===== src/rtl/core/etk_pkg.sv =====
package etk_pkg;

   // Store geometry
   localparam int ENTRIES    = 1024;
   localparam int DIMENSIONS = 64;
   localparam int TOP_K      = 8;
   localparam int SLOTS      = 4;
   localparam int LANES      = 8;
   localparam int WORDS      = (DIMENSIONS + LANES - 1) / LANES;

   // Field widths
   localparam int OP_W      = 3;
   localparam int SLOT_W    = 2;
   localparam int ARG_W     = 10;
   localparam int BYTE_W    = 8;
   localparam int ST_W      = 3;
   localparam int IDX_W     = 10;
   localparam int SCORE_O_W = 22;
   localparam int RANK_W    = 3;
   localparam int MC_W      = 4;
   localparam int EC_W      = 11;

   // Derived widths
   localparam int WORD_W    = $clog2(WORDS);
   localparam int WORD_BITS = LANES * BYTE_W;
   localparam int ENT_W     = $clog2(ENTRIES);
   localparam int CNT_W     = $clog2(ENTRIES + 1);
   localparam int VADDR_W   = SLOT_W + ENT_W;
   localparam int MADDR_W   = VADDR_W + WORD_W;
   localparam int PROD_W    = 2 * BYTE_W;
   localparam int SUM_W     = PROD_W + $clog2(LANES);
   localparam int SCORE_W   = $clog2(DIMENSIONS * 65025 + 1);
   localparam int K_W       = $clog2(TOP_K);
   localparam int KN_W      = $clog2(TOP_K + 1);

   // Bus widths
   localparam int REQ_FIELDS_W = OP_W + SLOT_W + ARG_W + WORD_BITS;
   localparam int REQ_W        = ((REQ_FIELDS_W + 7) / 8) * 8;
   localparam int RSP_FIELDS_W = ST_W + IDX_W + SCORE_O_W + RANK_W + MC_W + EC_W;
   localparam int RSP_W        = ((RSP_FIELDS_W + 7) / 8) * 8;

   // Opcodes
   localparam logic [OP_W-1:0] OP_INIT   = 3'd0;
   localparam logic [OP_W-1:0] OP_INSERT = 3'd1;
   localparam logic [OP_W-1:0] OP_QUERY  = 3'd2;
   localparam logic [OP_W-1:0] OP_DELETE = 3'd3;
   localparam logic [OP_W-1:0] OP_CLEAR  = 3'd4;

   // Status codes
   localparam logic [ST_W-1:0] STS_OK     = 3'd0;
   localparam logic [ST_W-1:0] STS_BAD    = 3'd1;
   localparam logic [ST_W-1:0] STS_NOINIT = 3'd2;
   localparam logic [ST_W-1:0] STS_FULL   = 3'd3;
   localparam logic [ST_W-1:0] STS_NOENT  = 3'd4;

   // Tags that travel with one vector word through the lanes
   typedef struct packed {
      logic             valid;
      logic             first;
      logic             last;
      logic             hit;
      logic [ENT_W-1:0] index;
   } dot_tag_type;

   // Finished entry score offered to the ranking list
   typedef struct packed {
      logic               valid;
      logic [SCORE_W-1:0] score;
      logic [ENT_W-1:0]   index;
   } cand_type;

endpackage


===== src/rtl/core/etk_topk.sv =====
module etk_topk import etk_pkg::*; (
   input  logic               clock,
   input  logic               reset,
   input  logic               clear_i,
   input  logic [KN_W-1:0]    want_i,
   input  cand_type           cand_i,
   output logic [SCORE_W-1:0] score_o [TOP_K],
   output logic [ENT_W-1:0]   index_o [TOP_K],
   output logic [KN_W-1:0]    count_o
);

   logic [SCORE_W-1:0] sc_ff [TOP_K];
   logic [SCORE_W-1:0] sc_in [TOP_K];
   logic [ENT_W-1:0]   ix_ff [TOP_K];
   logic [ENT_W-1:0]   ix_in [TOP_K];
   logic [KN_W-1:0]    n_ff, n_in;
   logic [KN_W-1:0]    pos;

   // Place the candidate behind every held entry with an equal or higher score
   always_comb begin
      pos = '0;
      for (int j = 0; j < TOP_K; j++) begin
         if (KN_W'(j) < n_ff && cand_i.score <= sc_ff[j]) begin
            pos = pos + 1'b1;
         end
      end
      sc_in = sc_ff;
      ix_in = ix_ff;
      n_in  = n_ff;
      if (clear_i) begin
         n_in = '0;
      end else if (cand_i.valid && pos < want_i) begin
         for (int j = 1; j < TOP_K; j++) begin
            if (KN_W'(j) > pos) begin
               sc_in[j] = sc_ff[j-1];
               ix_in[j] = ix_ff[j-1];
            end
         end
         for (int j = 0; j < TOP_K; j++) begin
            if (KN_W'(j) == pos) begin
               sc_in[j] = cand_i.score;
               ix_in[j] = cand_i.index;
            end
         end
         if (n_ff < want_i) begin
            n_in = n_ff + 1'b1;
         end
      end
   end

   always_ff @(posedge clock) begin
      if (reset) begin
         n_ff <= '0;
      end else begin
         n_ff <= n_in;
      end
      sc_ff <= sc_in;
      ix_ff <= ix_in;
   end

   assign score_o = sc_ff;
   assign index_o = ix_ff;
   assign count_o = n_ff;

endmodule


===== config.mk =====
export PLATFORM = sky130hd
export DESIGN_NAME = etk_topk
export DESIGN_NICKNAME = d
export VERILOG_FILES = /design/src/rtl/core/etk_pkg.sv /design/src/rtl/core/etk_topk.sv
export SDC_FILE = /design/constraint.sdc
export NUM_CORES = 1
export LEC_CHECK = 0
export BUFFER_PORTS_ARGS = -buffer_cell sky130_fd_sc_hd__buf_2
export CAP_MARGIN = 10
export CORE_UTILIZATION = 50
export CTS_BUF_LIST = sky130_fd_sc_hd__clkbuf_8
export DETAILED_ROUTE_END_ITERATION = 10
export MAX_ROUTING_LAYER = met4
export PLACE_DENSITY_LB_ADDON = 0.05
export SLEW_MARGIN = 25
export SYNTH_ARGS = -nofsm -noshare
export SYNTH_HDL_FRONTEND = slang
export SYNTH_SLANG_ARGS = --single-unit

===== constraint.sdc =====
create_clock -name clock -period 21.3 [get_ports clock]
set_input_delay 2.13 -clock clock [delete_from_list [all_inputs] [get_ports clock]]
set_output_delay 2.13 -clock clock [all_outputs]
set_load 0.005 [all_outputs]

==> results.json <==
{
  "synth.avg_cell_area_um2": 12.6,
  "cts_setup_buffers": 0,
  "nNetsFinal": 1845,
  "min_period_ns": 10.52,
  "end_kind": "register",
  "io_pins": 300,
  "synthCells": 1278,
  "dp_hpwl_mm": 31.5,
  "cts_buffers": 46,
  "grt_overflow": 0,
  "critPathMostFrequentCell": "o21a_1",
  "drv_slew": 0,
  "area_growth_pct": 17.6,
  "slew_headroom_pct": 32.5,
  "max_slew.worst_pin.slew_ns": 1.01,
  "rows": 65,
  "syn_area_um2": 16100,
  "fmax_ghz": 0.0951,
  "cts_resized": 0,
  "drc": 0,
  "hold_buffers": 0,
  "start_kind": "input pin",
  "tritoncts": "yes",
  "startpoint": "cand_i[10]",
  "drive_above_1_share_pct": 37.0,
  "port_buffers": 299,
  "antenna_found_initial": 0,
  "crit_type": "in -> reg",
  "route.vias.total": 11300,
  "first_iter_violations": 507,
  "synth_edf_count": 256,
  "skew_ns": 0.0199,
  "worstRegToRegCells": 40,
  "leakage_nw": 8.68,
  "layout_setup_ws_ns": 10.78,
  "hold_depth": 1,
  "die_w_um": 181,
  "routed_wl_mm": 41.3,
  "crit_arrival_ns": 10.69,
  "h-tree-depth": 2,
  "synth_seq_area_share_pct": 48.3,
  "postPlaceCellArea_um2": 18100,
  "min-delay-start": "index_o[71]",
  "fp.dieH_um": 181,
  "grt_use_total_pct": 26.0,
  "viasPerCell": 5.54,
  "grt_first_pass_wirelength_mm": 63.8,
  "start_util_pct": 50.8,
  "final_cell_area_um2": 18900,
  "setup_viol": 0,
  "worstHoldPathType": "reg -> reg",
  "ctsRootBufferMaster": "clkbuf_8",
  "dieArea_um2": 32900,
  "grt_max_degree": 33,
  "status": "complete, no violations",
  "finalCritPeriodShare_pct": 49.4,
  "first_global_vias": 11400,
  "fin_total_pwr_w": 0.00123,
  "clockBufferDepth": 3,
  "place_ws_ns": 10.21,
  "r2r-start": "score_o[155]",
  "drtPass1Iterations": 5,
  "power_density_nw_per_um2": 65.3,
  "cp.required_ns": 21.48,
  "clk_latency_ns": 0.57,
  "cts_sinks": 260,
  "setup_tns_ns": 0,
  "syn_nets": 1511,
  "ir_worst_vdd_uv": 40.6,
  "place_congestion": 0.862,
  "ant_nets": 0,
  "crit_path_max_incr_delay_ns": 0.97,
  "ys_seq_elements": 260,
  "final-hold-violation-count": 0,
  "clk_pin_slew_worst_paths_ns": 0.06,
  "yosys_warnings": 0,
  "ys_types": 65,
  "synthArstFlopShare_pct": 0,
  "ys.flop_type": "edfxtp_1",
  "diodes": 0,
  "rsz0062_at_grt": "no",
  "slowest_stage": "nor2_4",
  "core_area_um2": 31600,
  "wl_per_cell_um": 20.2,
  "maxCapViolations": 0,
  "worstPathMaxFanout": 32
}
final cells by class:
type                       count  area [µm²]
clock buffer                  49         674
clock inverter                32         136
fill                        2713       12700
inverter                     193         724
multi-input combinational    799        7480
sequential                   260        7770
tap                          402         503
timing repair buffer         312        1630
worst max-delay path, delay by kind of cell:
kind	cells	cell delay, ns
XOR/XNOR	2	0.34
buffers and inverters	5	0.84
adder cells (fa/ha/maj)	6	1.58
AND/OR/NAND/NOR	7	2.13
AO/OA/AOI/OAI	18	3.04
multiplexers	3	0.59
flip-flops by register name (all words and copies together) (netlist names):
signal / flops
score_o: 176
count_o: 4
index_o: 80
cell usage after synthesis, types with 2 or more instances:
| library cell | number | area [µm²] |
|---|---|---|
| o21bai_1 | 5 | 37.5 |
| inv_1 | 192 | 721 |
| o211ai_1 | 4 | 30.0 |
| xor2_1 | 7 | 61.3 |
| a211oi_1 | 4 | 30.0 |
| o31ai_1 | 4 | 30.0 |
| mux2_2 | 218 | 2450 |
| mux2_1 | 7 | 78.8 |
| and2_1 | 6 | 37.5 |
| nor2_1 | 25 | 93.8 |
| dfxtp_1 | 4 | 80.1 |
| nand4_1 | 35 | 219 |
| o21a_1 | 7 | 52.6 |
| xnor2_1 | 9 | 78.8 |
| a211o_1 | 5 | 43.8 |
| nand3b_1 | 3 | 22.5 |
| a22oi_1 | 3 | 22.5 |
| and4_1 | 5 | 43.8 |
| a31o_2 | 2 | 17.5 |
| nor4_1 | 3 | 18.8 |
| xnor3_1 | 3 | 67.6 |
| o21ai_0 | 24 | 120 |
| or3_1 | 2 | 12.5 |
| nor2b_1 | 9 | 56.3 |
| buf_4 | 18 | 135 |
| edfxtp_1 | 256 | 7690 |
| buf_2 | 7 | 35.0 |
| a21boi_0 | 6 | 45.0 |
| mux2i_1 | 8 | 80.1 |
| and3_1 | 3 | 18.8 |
| a221o_1 | 2 | 20.0 |
| nand3_1 | 15 | 75.1 |
| ha_1 | 193 | 2410 |
| nand4_2 | 4 | 50.1 |
| a21o_1 | 36 | 270 |
| nand2_1 | 34 | 128 |
| nand2b_1 | 5 | 31.3 |
| a21oi_1 | 67 | 335 |
| nor3_1 | 12 | 60.1 |
where the power goes:
| part | internal (W) | switching, W |
|---|---|---|
| clock network | 0.000212 | 0.000207 |
| registers | 0.000604 | 0.0000227 |
| logic | 0.0000841 | 0.000105 |
cell families (layout without fill, tap and decap cells):
group | after synthesis | in the layout | synth area share (%)
xor+xnor | 22 | 22 | 1.71
compound gates | 182 | 182 | 7.25
fa+ha+maj | 193 | 193 | 15.0
buf+inv | 219 | 586 | 5.58
mux | 233 | 233 | 16.2
flops | 260 | 260 | 48.3
simple gates | 169 | 169 | 5.91
layer usage:
metal	global-route usage, %	wire length [µm]
met5	-	0
met4	8.85	1310
met3	3.97	2090
met2	41.8	19300
met1	33.6	18500
through the flow:
| stage | cells | hold slack [ns] | util (%) |
|---|---|---|---|
| after floorplan | 1278 | 0.562 | - |
| after global placement | 1964 | 0.555 | 57.1 |
| after detailed placement | 1965 | 0.560 | 57.1 |
| after CTS | 2046 | 0.575 | 59.7 |
| after global routing | 2047 | 0.591 | 59.8 |
| final | 2047 | 0.574 | 59.8 |
cells in the final DEF, fill, tap and decap left out, types with 4 or more instances in the layout:
master | netlist | final
buf_2 | 7 | 299
edfxtp_1 | 256 | 256
mux2_2 | 218 | 218
inv_1 | 192 | 211
ha_1 | 193 | 193
a21oi_1 | 67 | 66
clkbuf_8 | 0 | 49
a21o_1 | 36 | 36
nand4_1 | 35 | 35
nand2_1 | 34 | 34
o21ai_0 | 24 | 24
nor2_1 | 25 | 22
nand3_1 | 15 | 15
buf_4 | 18 | 11
nor3_1 | 12 | 10
nor2b_1 | 9 | 9
xnor2_1 | 9 | 9
mux2i_1 | 8 | 8
o21a_1 | 7 | 7
xor2_1 | 7 | 7
mux2_1 | 7 | 7
and2_1 | 6 | 6
a21boi_0 | 6 | 6
clkinv_1 | 0 | 6
and4_1 | 5 | 5
nand2b_1 | 5 | 5
a211o_1 | 5 | 5
o21bai_1 | 5 | 5
clkinv_2 | 0 | 5
o211ai_1 | 4 | 4
o31ai_1 | 4 | 4
nand4_2 | 4 | 4
dfxtp_1 | 4 | 4
final timing paths:
check	endpoint	slack, ns
hold / removal	index_o[61]	0.57
setup / recovery	score_o[32]	10.78
hold reg to reg	index_o[61]	0.57
setup reg to reg	score_o[32]	12.23
No activity file was read; power rests on OpenSTA's default activity.
