--- config.mk ---
export PLATFORM = sky130hd
export DESIGN_NAME = etk_dot
export DESIGN_NICKNAME = d
export VERILOG_FILES = /design/src/rtl/core/etk_pkg.sv /design/src/rtl/core/etk_dot.sv
export SDC_FILE = /design/constraint.sdc
export NUM_CORES = 1
export LEC_CHECK = 0
export BUFFER_PORTS_ARGS = -buffer_cell sky130_fd_sc_hd__clkbuf_2
export CELL_PAD_IN_SITES_DETAIL_PLACEMENT = 1
export CELL_PAD_IN_SITES_GLOBAL_PLACEMENT = 1
export CORE_MARGIN = 2
export CORE_UTILIZATION = 53
export DETAILED_ROUTE_END_ITERATION = 7
export PLACE_DENSITY = 0.95
export SLEW_MARGIN = 0
export SYNTH_ARGS = -nofsm -noshare
export SYNTH_HDL_FRONTEND = slang
export SYNTH_SLANG_ARGS = --single-unit
--- constraint.sdc ---
create_clock -name clock -period 6.9 [get_ports clock]
set_input_delay 0.345 -clock clock [delete_from_list [all_inputs] [get_ports clock]]
set_output_delay 0.345 -clock clock [all_outputs]
set_load 0.01 [all_outputs]
--- src/rtl/core/etk_pkg.sv ---
package etk_pkg;

   // Store geometry
   localparam int ENTRIES    = 1024;
   localparam int DIMENSIONS = 64;
   localparam int TOP_K      = 8;
   localparam int SLOTS      = 4;
   localparam int LANES      = 8;
   localparam int WORDS      = (DIMENSIONS + LANES - 1) / LANES;

   // Field widths
   localparam int OP_W      = 3;
   localparam int SLOT_W    = 2;
   localparam int ARG_W     = 10;
   localparam int BYTE_W    = 8;
   localparam int ST_W      = 3;
   localparam int IDX_W     = 10;
   localparam int SCORE_O_W = 22;
   localparam int RANK_W    = 3;
   localparam int MC_W      = 4;
   localparam int EC_W      = 11;

   // Derived widths
   localparam int WORD_W    = $clog2(WORDS);
   localparam int WORD_BITS = LANES * BYTE_W;
   localparam int ENT_W     = $clog2(ENTRIES);
   localparam int CNT_W     = $clog2(ENTRIES + 1);
   localparam int VADDR_W   = SLOT_W + ENT_W;
   localparam int MADDR_W   = VADDR_W + WORD_W;
   localparam int PROD_W    = 2 * BYTE_W;
   localparam int SUM_W     = PROD_W + $clog2(LANES);
   localparam int SCORE_W   = $clog2(DIMENSIONS * 65025 + 1);
   localparam int K_W       = $clog2(TOP_K);
   localparam int KN_W      = $clog2(TOP_K + 1);

   // Bus widths
   localparam int REQ_FIELDS_W = OP_W + SLOT_W + ARG_W + WORD_BITS;
   localparam int REQ_W        = ((REQ_FIELDS_W + 7) / 8) * 8;
   localparam int RSP_FIELDS_W = ST_W + IDX_W + SCORE_O_W + RANK_W + MC_W + EC_W;
   localparam int RSP_W        = ((RSP_FIELDS_W + 7) / 8) * 8;

   // Opcodes
   localparam logic [OP_W-1:0] OP_INIT   = 3'd0;
   localparam logic [OP_W-1:0] OP_INSERT = 3'd1;
   localparam logic [OP_W-1:0] OP_QUERY  = 3'd2;
   localparam logic [OP_W-1:0] OP_DELETE = 3'd3;
   localparam logic [OP_W-1:0] OP_CLEAR  = 3'd4;

   // Status codes
   localparam logic [ST_W-1:0] STS_OK     = 3'd0;
   localparam logic [ST_W-1:0] STS_BAD    = 3'd1;
   localparam logic [ST_W-1:0] STS_NOINIT = 3'd2;
   localparam logic [ST_W-1:0] STS_FULL   = 3'd3;
   localparam logic [ST_W-1:0] STS_NOENT  = 3'd4;

   // Tags that travel with one vector word through the lanes
   typedef struct packed {
      logic             valid;
      logic             first;
      logic             last;
      logic             hit;
      logic [ENT_W-1:0] index;
   } dot_tag_type;

   // Finished entry score offered to the ranking list
   typedef struct packed {
      logic               valid;
      logic [SCORE_W-1:0] score;
      logic [ENT_W-1:0]   index;
   } cand_type;

endpackage

--- src/rtl/core/etk_dot.sv ---
module etk_dot import etk_pkg::*; (
   input  logic                 clock,
   input  logic                 reset,
   input  dot_tag_type          tag_i,
   input  logic [WORD_BITS-1:0] vec_i,
   input  logic [WORD_BITS-1:0] stg_i,
   output cand_type             cand_o
);

   dot_tag_type        tag1_ff, tag2_ff;
   logic [PROD_W-1:0]  prod_ff [LANES];
   logic [PROD_W-1:0]  prod_in [LANES];
   logic [SUM_W-1:0]   sum_ff, sum_in;
   logic [SCORE_W-1:0] acc_ff, acc_in;
   cand_type           cand_ff, cand_in;

   // One multiplier per lane, then merge the lanes and accumulate the words
   always_comb begin
      for (int l = 0; l < LANES; l++) begin
         prod_in[l] = vec_i[l*BYTE_W +: BYTE_W] * stg_i[l*BYTE_W +: BYTE_W];
      end
      sum_in = '0;
      for (int l = 0; l < LANES; l++) begin
         sum_in = sum_in + SUM_W'(prod_ff[l]);
      end
      acc_in = acc_ff;
      if (tag2_ff.valid) begin
         acc_in = tag2_ff.first ? SCORE_W'(sum_ff) : acc_ff + SCORE_W'(sum_ff);
      end
      cand_in.valid = tag2_ff.valid & tag2_ff.last & tag2_ff.hit;
      cand_in.score = acc_in;
      cand_in.index = tag2_ff.index;
   end

   always_ff @(posedge clock) begin
      if (reset) begin
         tag1_ff <= '0;
         tag2_ff <= '0;
         cand_ff <= '0;
      end else begin
         tag1_ff <= tag_i;
         tag2_ff <= tag1_ff;
         cand_ff <= cand_in;
      end
      prod_ff <= prod_in;
      sum_ff  <= sum_in;
      acc_ff  <= acc_in;
   end

   assign cand_o = cand_ff;

endmodule

==> summary.txt, run 1 <==
number of antenna violations at the first check in global routing = 2
chip width = 225.8 um
arrival time at the worst endpoint = 5730 ps
critical setup path kind = reg2reg
Yosys top cell area share = 29.49%
clk_lat worst skew = 590 ps
Clock Skews = 14.63 ps
initial core utilization = 53.48%
Min-Delay Startpoint = tag_i[13]
drt total wl = 89140 um
CTS tree = yes
Fillers = 5472
Final HPWL DP = 63860 um
largest net degree at the start of global routing = 50
Seq/Total Area, Yosys = 17.66%
Max FO, Critical Path = 3
IO Pins = 177
Post-route DRC = 0
CTS clk-pin slew, worst paths = 70 ps
RD Place Congestion = 0.9275
Final Cycle Share = 76.56%
cell chain of the critical path = inv_1 -> fa_1 -> inv_1 -> fa_1 -> fa_1 -> inv_1 -> fa_1 -> inv_1 -> ha_1 -> fa_1 -> a21oi_1 -> o21ai_0 -> a2111o_1 -> o21ai_2 -> o21ai_2 -> o41ai_1 -> o21ai_0
crit-path most repeated cell = fa_1
cell count after synthesis = 2738
Pre-Repair DR Iteration Count = 5
syn nets = 3592
Port-buffer cells = 176
#FFs+latches synth = 230
num rows = 81
Max Transition Viols Final = 0
Final Critical Period = 5282 ps
DR vias/cell = 5.764
grt ovf = 0
post-route insts no fill = 3630
status = finished, final reports clean
HP Class = in2reg
Num Clock Sinks = 230
final setup TNS = 0 ps
Root Driver = clkbuf_16
post-synth top area cell = fa_1
DP Cell Count = 3565
Routed Antenna Nets = 0
Netlist cell types = 65
footprint of the multi-input gates = 19180 um^2
layout cells sized above 1 = 8.539%
DR iter-0 viols = 1506
async set-or-reset flop fraction in the synthesized netlist = 0%
normalized max-slew margin = 31.42%
Synth Flop Type = dfxtp_1
Peak Freq = 189.3 MHz
# nets final = 3796
wire per inst = 24.56 um
die height = 225.8 um
CP startpoint kind = register
CP endpoint kind = register
RSZ-0062 raised after global routing = false
max-cap violations = 0
CTS buffer count = 27
reg-to-reg startpoint = prod_ff[34]$_DFF_P_
Layout area overhead = 10.39%
final setup fails = 0
Avg Cell Area, Syn = 9.522 um^2
first-pass GRT wire length = 139200 um
storage element area = 4604 um^2
crit path max-delay cell type = fa_1
H-tree depth = 1
Synth Cell Area = 26070 um^2
CTS max path bufs = 3
top cells by area, synth = fa_1, dfxtp_1, ha_1, and2_1, inv_1
Worst path max stage delay = 530 ps
number of global-route vias before repair = 24580
final hold violations = 0
via count = 20930
number of flops mapped to enable cells by yosys = 0
Slew @ Worst Pin = 1027 ps
crit path launch = prod_ff[34]$_DFF_P_
full die area = 50980 um^2
WP data required = 7350 ps
Total GRT Usage = 35.77%
Core Box Area = 48750 um^2
count of yosys warnings during synthesis = 0
==> area by class of cell <==
class | count | share of cell area, %
clock buffers | 32 | 2.587
diodes | 3 | 0.02609
inverters | 588 | 7.670
flip-flops and latches | 230 | 16.00
well taps | 664 | 2.887
clock inverters | 18 | 0.6478
multi-input cells | 1905 | 66.65
repair buffers | 190 | 3.530
==> cells in the mapped netlist, types with 3 or more instances <==
| library cell | count |
|---|---|
| inv_1 | 588 |
| and2_1 | 468 |
| fa_1 | 384 |
| ha_1 | 326 |
| dfxtp_1 | 230 |
| nand2_1 | 107 |
| xnor2_1 | 97 |
| a21oi_1 | 90 |
| nor2b_1 | 71 |
| nor2_1 | 65 |
| o21ai_0 | 46 |
| a21o_1 | 33 |
| xor2_1 | 24 |
| nand3_1 | 21 |
| o21a_1 | 18 |
| nand2b_1 | 16 |
| nor3_1 | 15 |
| o21bai_1 | 11 |
| a31oi_1 | 10 |
| clkbuf_1 | 10 |
| a211oi_1 | 7 |
| nand4_1 | 7 |
| a31o_2 | 6 |
| mux2i_1 | 6 |
| or3_1 | 6 |
| nand3b_1 | 5 |
| o211ai_1 | 5 |
| o31ai_1 | 4 |
| o41a_1 | 4 |
| o41ai_1 | 4 |
| or2_2 | 4 |
| a41o_1 | 3 |
| and2_2 | 3 |
| o21ai_1 | 3 |
| o311a_1 | 3 |
==> routing by layer <==
metal,global-route usage [%],wire (um),up-vias,part of all wire (%)
li1,-,-,8857,-
met1,38.45,31570,10480,35
met2,62.87,44360,1082,50
met3,5.803,5217,510,5.9
met4,27.69,7992,0,9.0
met5,0,0,-,0
==> per-stage QoR <==
step / hold slack, ps / area, um^2 / worst slack [ps] / utilization [%]
6_report: 10.60 / 28780 / 1618 / 59.03
5_1_grt: 7.842 / 28780 / 1433 / 59.03
4_1_cts: 0.7900 / 28770 / 1685 / 59.02
3_5_place_dp: 424.7 / 27720 / 1757 / 56.86
3_3_place_gp: 417.0 / 27720 / 2154 / 56.86
2_1_floorplan: 413.8 / 26070 / 2342 / -
==> flip-flops by register name, summed over array words and instances (netlist names) <==
signal	count
prod_ff	128
tag2_ff	4
tag1_ff	14
acc_ff	22
sum_ff	19
cand_o	33
cand_in	10
==> placed cells by master (no fill, tap or decap), drive strengths merged, types with 4 or more instances in the layout <==
cell	count
o21ai	51
dlygate4sd3	12
a31oi	10
a21oi	91
o21bai	11
a31o	6
xor2	24
a211oi	8
nand3	21
or2	5
or3	6
nor2	65
o41a	4
a21o	34
inv	592
o21a	18
fa	384
o31ai	4
xnor2	97
o41ai	4
nor2b	71
clkinvlp	4
clkinv	8
mux2i	6
nand4	7
nand2b	16
ha	326
and2	471
dfxtp	230
nor3	16
clkbuf	208
nand3b	5
o211ai	5
nand2	107
==> final timing paths <==
path | to | slack (ps) | cells past startpoint
worst min register to register | cand_o[7]$_SDFF_PP0_ | 430 | 1
worst min-delay path | tag1_ff[13]$_SDFF_PP0_ | 10 | 2
worst max-delay path | sum_ff[18]$_DFF_P_ | 1620 | 17
worst max register to register | sum_ff[18]$_DFF_P_ | 1620 | 17
==> critical path, delay by kind of cell (launching register included) <==
family | cells | cell delay, ps
AO/OA/AOI/OAI | 7 | 1760
adder cells (fa/ha/maj) | 6 | 2750
buffers and inverters | 4 | 270
flip-flops | 1 | 350
==> kinds of logic (layout without fill, tap and decap cells) <==
group	Yosys count	in the layout	synth area share [%]
xor+xnor	121	121	4.065
simple gates	799	799	17.45
fa+ha+maj	710	710	45.13
compound gates	269	269	6.695
other cells	0	3	0
flops	230	230	17.66
mux	6	6	0.2304
buf+inv	603	828	8.764
==> timing repair <==
item	CTS	global route
resized for setup	0	0
hold buffers	12	0
hold endpoints to repair	12	0
setup buffers	0	0
Power of run 1 is not shown: default switching activity piles up to over one toggle a cycle in this logic, so the estimate is an artifact.
==> inputs of run 2 (changes only) <==
Settings changed: ABC_AREA from default to 1, CORE_UTILIZATION 53 to 47, PLACE_DENSITY 0.95 to 0.91.
Clock period 6.9 ns to 5.4 ns, I/O delays scaled along.
==> run 2 against run 1 <==
Against the previous run: design area is 5.0% higher; non-clock buffer count is 1 higher; register-to-register slack worse by 670 ps; core utilization is 7.6 points lower; synthesized cell count is 33% higher; sequential share of layout area is 0.77 points lower; setup slack worse by 670 ps; clock skew is 5.5 ps higher; final cell count is 24% higher; critical endpoint is now sum_ff[12]$_DFF_P_; largest cell class unchanged; highest routed layer unchanged.
==> summary.txt, run 2 <==
status = finished, final reports clean
HP Class = in2reg
FF-to-FF setup slack = 950 ps
cell chain of the critical path = inv_1 -> fa_1 -> inv_1 -> fa_1 -> fa_1 -> inv_1 -> fa_1 -> inv_1 -> ha_1 -> fa_1 -> nand3_1 -> nand2_1 -> a21oi_1 -> o21ai_2 -> a21oi_1 -> xnor2_1
reg-to-reg startpoint = prod_ff[50]$_DFF_P_
Synth Cell Area = 27850 um^2
Top reg by flops = prod_ff
commonest non-fill, non-tap cell in the layout = inv_1
CP startpoint kind = register
number of antenna violations at the first check in global routing = 0
max-cap violations = 0
syn nets = 4501
Yosys top cell area share = 27.60%
async set-or-reset flop fraction in the synthesized netlist = 0%
arrival time at the worst endpoint = 4900 ps
#FFs+latches synth = 230
Root Driver = clkbuf_16
Num Clock Sinks = 230
clk_lat worst skew = 540 ps
final setup fails = 0
setup bufs post-CTS = 0
first-pass GRT wire length = 129300 um
full die area = 61220 um^2
global route hottest layer = met2
chip width = 247.4 um
Routed Antenna Nets = 0
die height = 247.4 um
critical setup path kind = reg2reg
CTS clk-pin slew, worst paths = 60 ps
cell count after synthesis = 3647
largest net degree at the start of global routing = 62
post-synth top area cell = fa_1
footprint of the multi-input gates = 18270 um^2
crit path launch = prod_ff[50]$_DFF_P_
Port-buffer cells = 176
Post-route DRC = 0
DR vias/cell = 4.917
top cells by area, synth = fa_1, dfxtp_1, inv_1, ha_1, nand2_1
Worst path max stage delay = 600 ps
WP data required = 5850 ps
count of yosys warnings during synthesis = 0
Layout area overhead = 8.522%
Final HPWL DP = 66130 um
ant diodes = 0
number of flops mapped to enable cells by yosys = 0
met2 Use GR = 50.79%
Final Critical Period = 4453 ps
reg2reg end = sum_ff[12]$_DFF_P_
cell count of the worst reg-to-reg path = 16
Pre-Repair DR Iteration Count = 5
num rows = 89
DR iter-0 viols = 899
Synth Flop Type = dfxtp_1
Core Box Area = 58800 um^2
initial core utilization = 47.37%
top-count cell post-synth = inv_1
grt ovf = 0
Slew @ Worst Pin = 742.1 ps
Netlist cell types = 40
via count = 22210
CTS max path bufs = 3
drt total wl = 78440 um
max reg flops = 128
CTS tree = yes
RSZ-0062 raised after global routing = false
crit path to = sum_ff[12]$_DFF_P_
crit-path most repeated cell = fa_1
top post-synthesis cells by count = inv_1, nand2_1, fa_1, ha_1, dfxtp_1
post_cts resized = 0
wire per inst = 17.36 um
grt met1 use = 30.36%
final setup TNS = 0 ps
CTS buffer count = 26
Clock Skews = 20.11 ps
CP endpoint kind = register
Final Cycle Share = 82.45%
Peak Freq = 224.6 MHz
GR Util met3 = 2.033%
Max Transition Viols Final = 0
Seq/Total Area, Yosys = 16.53%
storage element area = 4604 um^2
crit path max-delay cell type = fa_1
RD Place Congestion = 0.8773
most frequent cells in the layout = inv_1, nand2_1, fa_1
normalized max-slew margin = 50.47%
H-tree depth = 1
Total GRT Usage = 26.41%
IO Pins = 177
Avg Cell Area, Syn = 7.637 um^2
hold-fix buffers at CTS = 14
Fillers = 7353
# nets final = 4580
Max FO, Critical Path = 4
final hold violations = 0
number of global-route vias before repair = 25560
layout cells sized above 1 = 7.263%
[run 2: changes by cell type in the layout (fill, tap and decap cells not counted), sizes merged, moves of 60 or more]
cell   change
nor2b     -71
inv      +593
nand3     +64
nand2    +693
xnor2     -67
and2     -469
nor2      +60
[run 2: logic make-up (layout without fill, tap and decap cells)]
group	after synthesis	after routing	synth area share [%]
DFF	230	230	16.53
xor gates and xnor gates	112	112	3.522
adders and majority gates	710	710	42.24
and+or+nand+nor	1053	1053	15.20
AOI/OAI and AO/OA	220	220	4.640
buffers and inverters	1322	1420	17.87
[run 2: metrics by stage]
| stage | utilization (%) | cell area [um^2] | setup slack [ps] | hold slack [ps] | cells |
|---|---|---|---|---|---|
| floorplan | - | 27850 | 1489 | 377.0 | 3647 |
| global placement | 49.61 | 29170 | 1311 | 388.5 | 4457 |
| detailed placement | 49.61 | 29170 | 1028 | 399.3 | 4457 |
| CTS | 51.41 | 30230 | 938.9 | 92.66 | 4518 |
| global route | 51.41 | 30230 | 843.1 | 104.6 | 4518 |
| finish | 51.41 | 30230 | 947.5 | 101.5 | 4518 |
[run 2: critical path, delay by kind of cell, from the launching register on]
| kind | cells | cell delay (ps) |
|---|---|---|
| compound gates | 3 | 700 |
| xor+xnor | 1 | 150 |
| fa+ha+maj | 6 | 2760 |
| buf+inv | 4 | 260 |
| flops | 1 | 320 |
| simple gates | 2 | 170 |
[run 2: area by class of cell]
type                    count  area share (%)
well taps                 773           3.200
clock inverters            15          0.5712
repair buffers            191           3.403
multi-input cells        2095           60.45
inverters                1182           14.68
clock buffers              32           2.463
flip-flops and latches    230           15.23
[run 2: worst min-delay path by stage]
stage,from,endpoint,slack (ps),depth (start not counted)
2_1_floorplan,tag_i[0],tag1_ff[0]$_SDFF_PP0_,380,2
3_3_place_gp,tag1_ff[5]$_SDFF_PP0_,cand_in[5]$_SDFF_PP0_,390,2
3_5_place_dp,tag1_ff[10]$_SDFF_PP0_,tag2_ff[10]$_SDFF_PP0_,400,2
4_1_cts,vec_i[56],prod_ff[0]$_DFF_P_,90,3
5_1_grt,vec_i[56],prod_ff[0]$_DFF_P_,100,3
6_report,vec_i[40],prod_ff[32]$_DFF_P_,100,3
[run 2: layer usage]
layer / vias up / wire (um)
met5: - / 0
met4: 0 / 3254
met3: 171 / 1959
met2: 396 / 41820
met1: 11090 / 31400
li1: 10550 / -
Power of run 2 is left out for the same reason.
==> inputs of run 3 (changes only) <==
Settings changed: ABC_AREA 1 to 0, CORE_UTILIZATION 47 to 45, PLACE_DENSITY 0.91 to 0.88.
Clock period 5.4 ns to 3.6 ns, I/O delays scaled along.
==> run 3 against run 2 <==
Against the previous run: the flow now finishes with violations (setup timing); first-iteration DRC count grew to 2.9 times the previous value; maximum frequency shrank 13%; clock-buffer cell count grew 6; critical path depth shrank 1.
==> summary.txt, run 3 (synthesis results as in run 1) <==
Num Clock Sinks = 230
Total GRT Usage = 36.76%
Routed Antenna Nets = 0
layout cells sized above 1 = 29.08%
first-pass GRT wire length = 166000 um
DP Area = 30640 um^2
DP Cell Count = 3975
max-cap violations = 0
most frequent cells in the layout = inv_1, and2_1, buf_4
critical setup path kind = reg2reg
CTS clk-pin slew, worst paths = 70 ps
Root Driver = clkbuf_16
normalized max-slew margin = 33.41%
die height = 244.7 um
num rows = 88
Core Box Area = 57480 um^2
CTS buffer count = 26
Slew @ Worst Pin = 998.8 ps
clk_lat worst skew = 600 ps
status = finished, violations left
Min-Delay Startpoint = vec_i[1]
Post-route DRC = 0
post-route insts no fill = 4118
Pre-Repair DR Iteration Count = 8
WP data required = 4080 ps
Final Cell Area = 33820 um^2
initial core utilization = 45.36%
max reg flops = 128
CTS max path bufs = 3
Final HPWL DP = 71530 um
DR vias/cell = 6.210
RD Place Congestion = 0.8986
Layout area overhead = 29.72%
Final Critical Period = 5135 ps
wire per inst = 33.99 um
HP Class = in2reg
H-tree depth = 1
full die area = 59880 um^2
final hold violations = 0
Final Cycle Share = 142.7%
CP endpoint kind = register
# nets final = 4179
crit path launch = prod_ff[1]$_DFF_P_
drt total wl = 140000 um
final setup fails = 61
violated checks = setup timing
CP startpoint kind = register
RSZ-0062 raised after global routing = true
reg-to-reg startpoint = prod_ff[1]$_DFF_P_
number of global-route vias before repair = 27430
DR iter-0 viols = 2598
worst setup margin = -1535 ps
arrival time at the worst endpoint = 5620 ps
via count = 25570
IO Pins = 177
commonest non-fill, non-tap cell in the layout = inv_1
chip width = 244.7 um
number of antenna violations at the first check in global routing = 26
Clock Skews = 29.65 ps
CTS tree = yes
Max Transition Viols Final = 0
largest net degree at the start of global routing = 50
Max FO, Critical Path = 2
Top reg by flops = prod_ff
Port-buffer cells = 176
DP Worst Slack = -1040 ps
grt ovf = 0
Peak Freq = 194.7 MHz
run 3: worst max-delay path, stage by stage, from the launching register on:
cell and delay [ps]:
dfxtp_1 390, inv_1 170, fa_2 640, fa_1 480
fa_1 440, fa_1 740, inv_2 110, ha_4 190
fa_2 350, a21oi_2 220, o21ai_2 110, a2111o_1 410
o21ai_2 100, o21ai_2 120, o41ai_4 350, xnor2_2 210
run 3: path summary, 6_finish.rpt:
check,endpoint,slack (ps),cells past startpoint
min reg2reg,cand_in[9]$_SDFF_PP0_,440,1
min,prod_ff[113]$_DFF_P_,40,3
max,sum_ff[16]$_DFF_P_,-1540,15
max reg2reg,sum_ff[16]$_DFF_P_,-1540,15
run 3: per-layer routing:
layer,vias to the layer above,wire length (um),global-route usage (%)
li1,9623,-,-
met1,12430,43330,36.01
met2,2272,60380,63.60
met3,1218,17480,8.878
met4,28,18550,34.70
met5,-,232,0
run 3: cell type report:
type | count | area, um^2
Clock inverter | 7 | 47.55
Clock buffer | 38 | 767.0
Multi-Input combinational cell | 1905 | 20800
Sequential cell | 230 | 4619
Antenna cell | 11 | 27.53
Timing Repair Buffer | 574 | 4385
Fill cell | 6372 | 23660
Inverter | 588 | 2212
Tap cell | 765 | 957.2
run 3: through the flow:
stage          hold slack, ps  util (%)  TNS, ps
2_1_floorplan           301.7         -    -4191
3_3_place_gp            395.0     53.31   -17290
3_5_place_dp            403.8     53.31   -29380
4_1_cts                 2.938     55.97    -7676
5_1_grt                 34.35     58.81   -28380
6_report                35.63     58.84   -27050
run 3: what timing repair did:
| action | in CTS | in global routing |
|---|---|---|
| buffers inserted | 26 | 59 |
| pin swaps | 67 | 196 |
| hold endpoints to repair | 15 | 0 |
| endpoints found under the setup margin | 35 | 55 |
| hold buffers | 15 | 0 |
| resized for setup | 111 | 427 |
Power of run 3 is left out for the same reason.
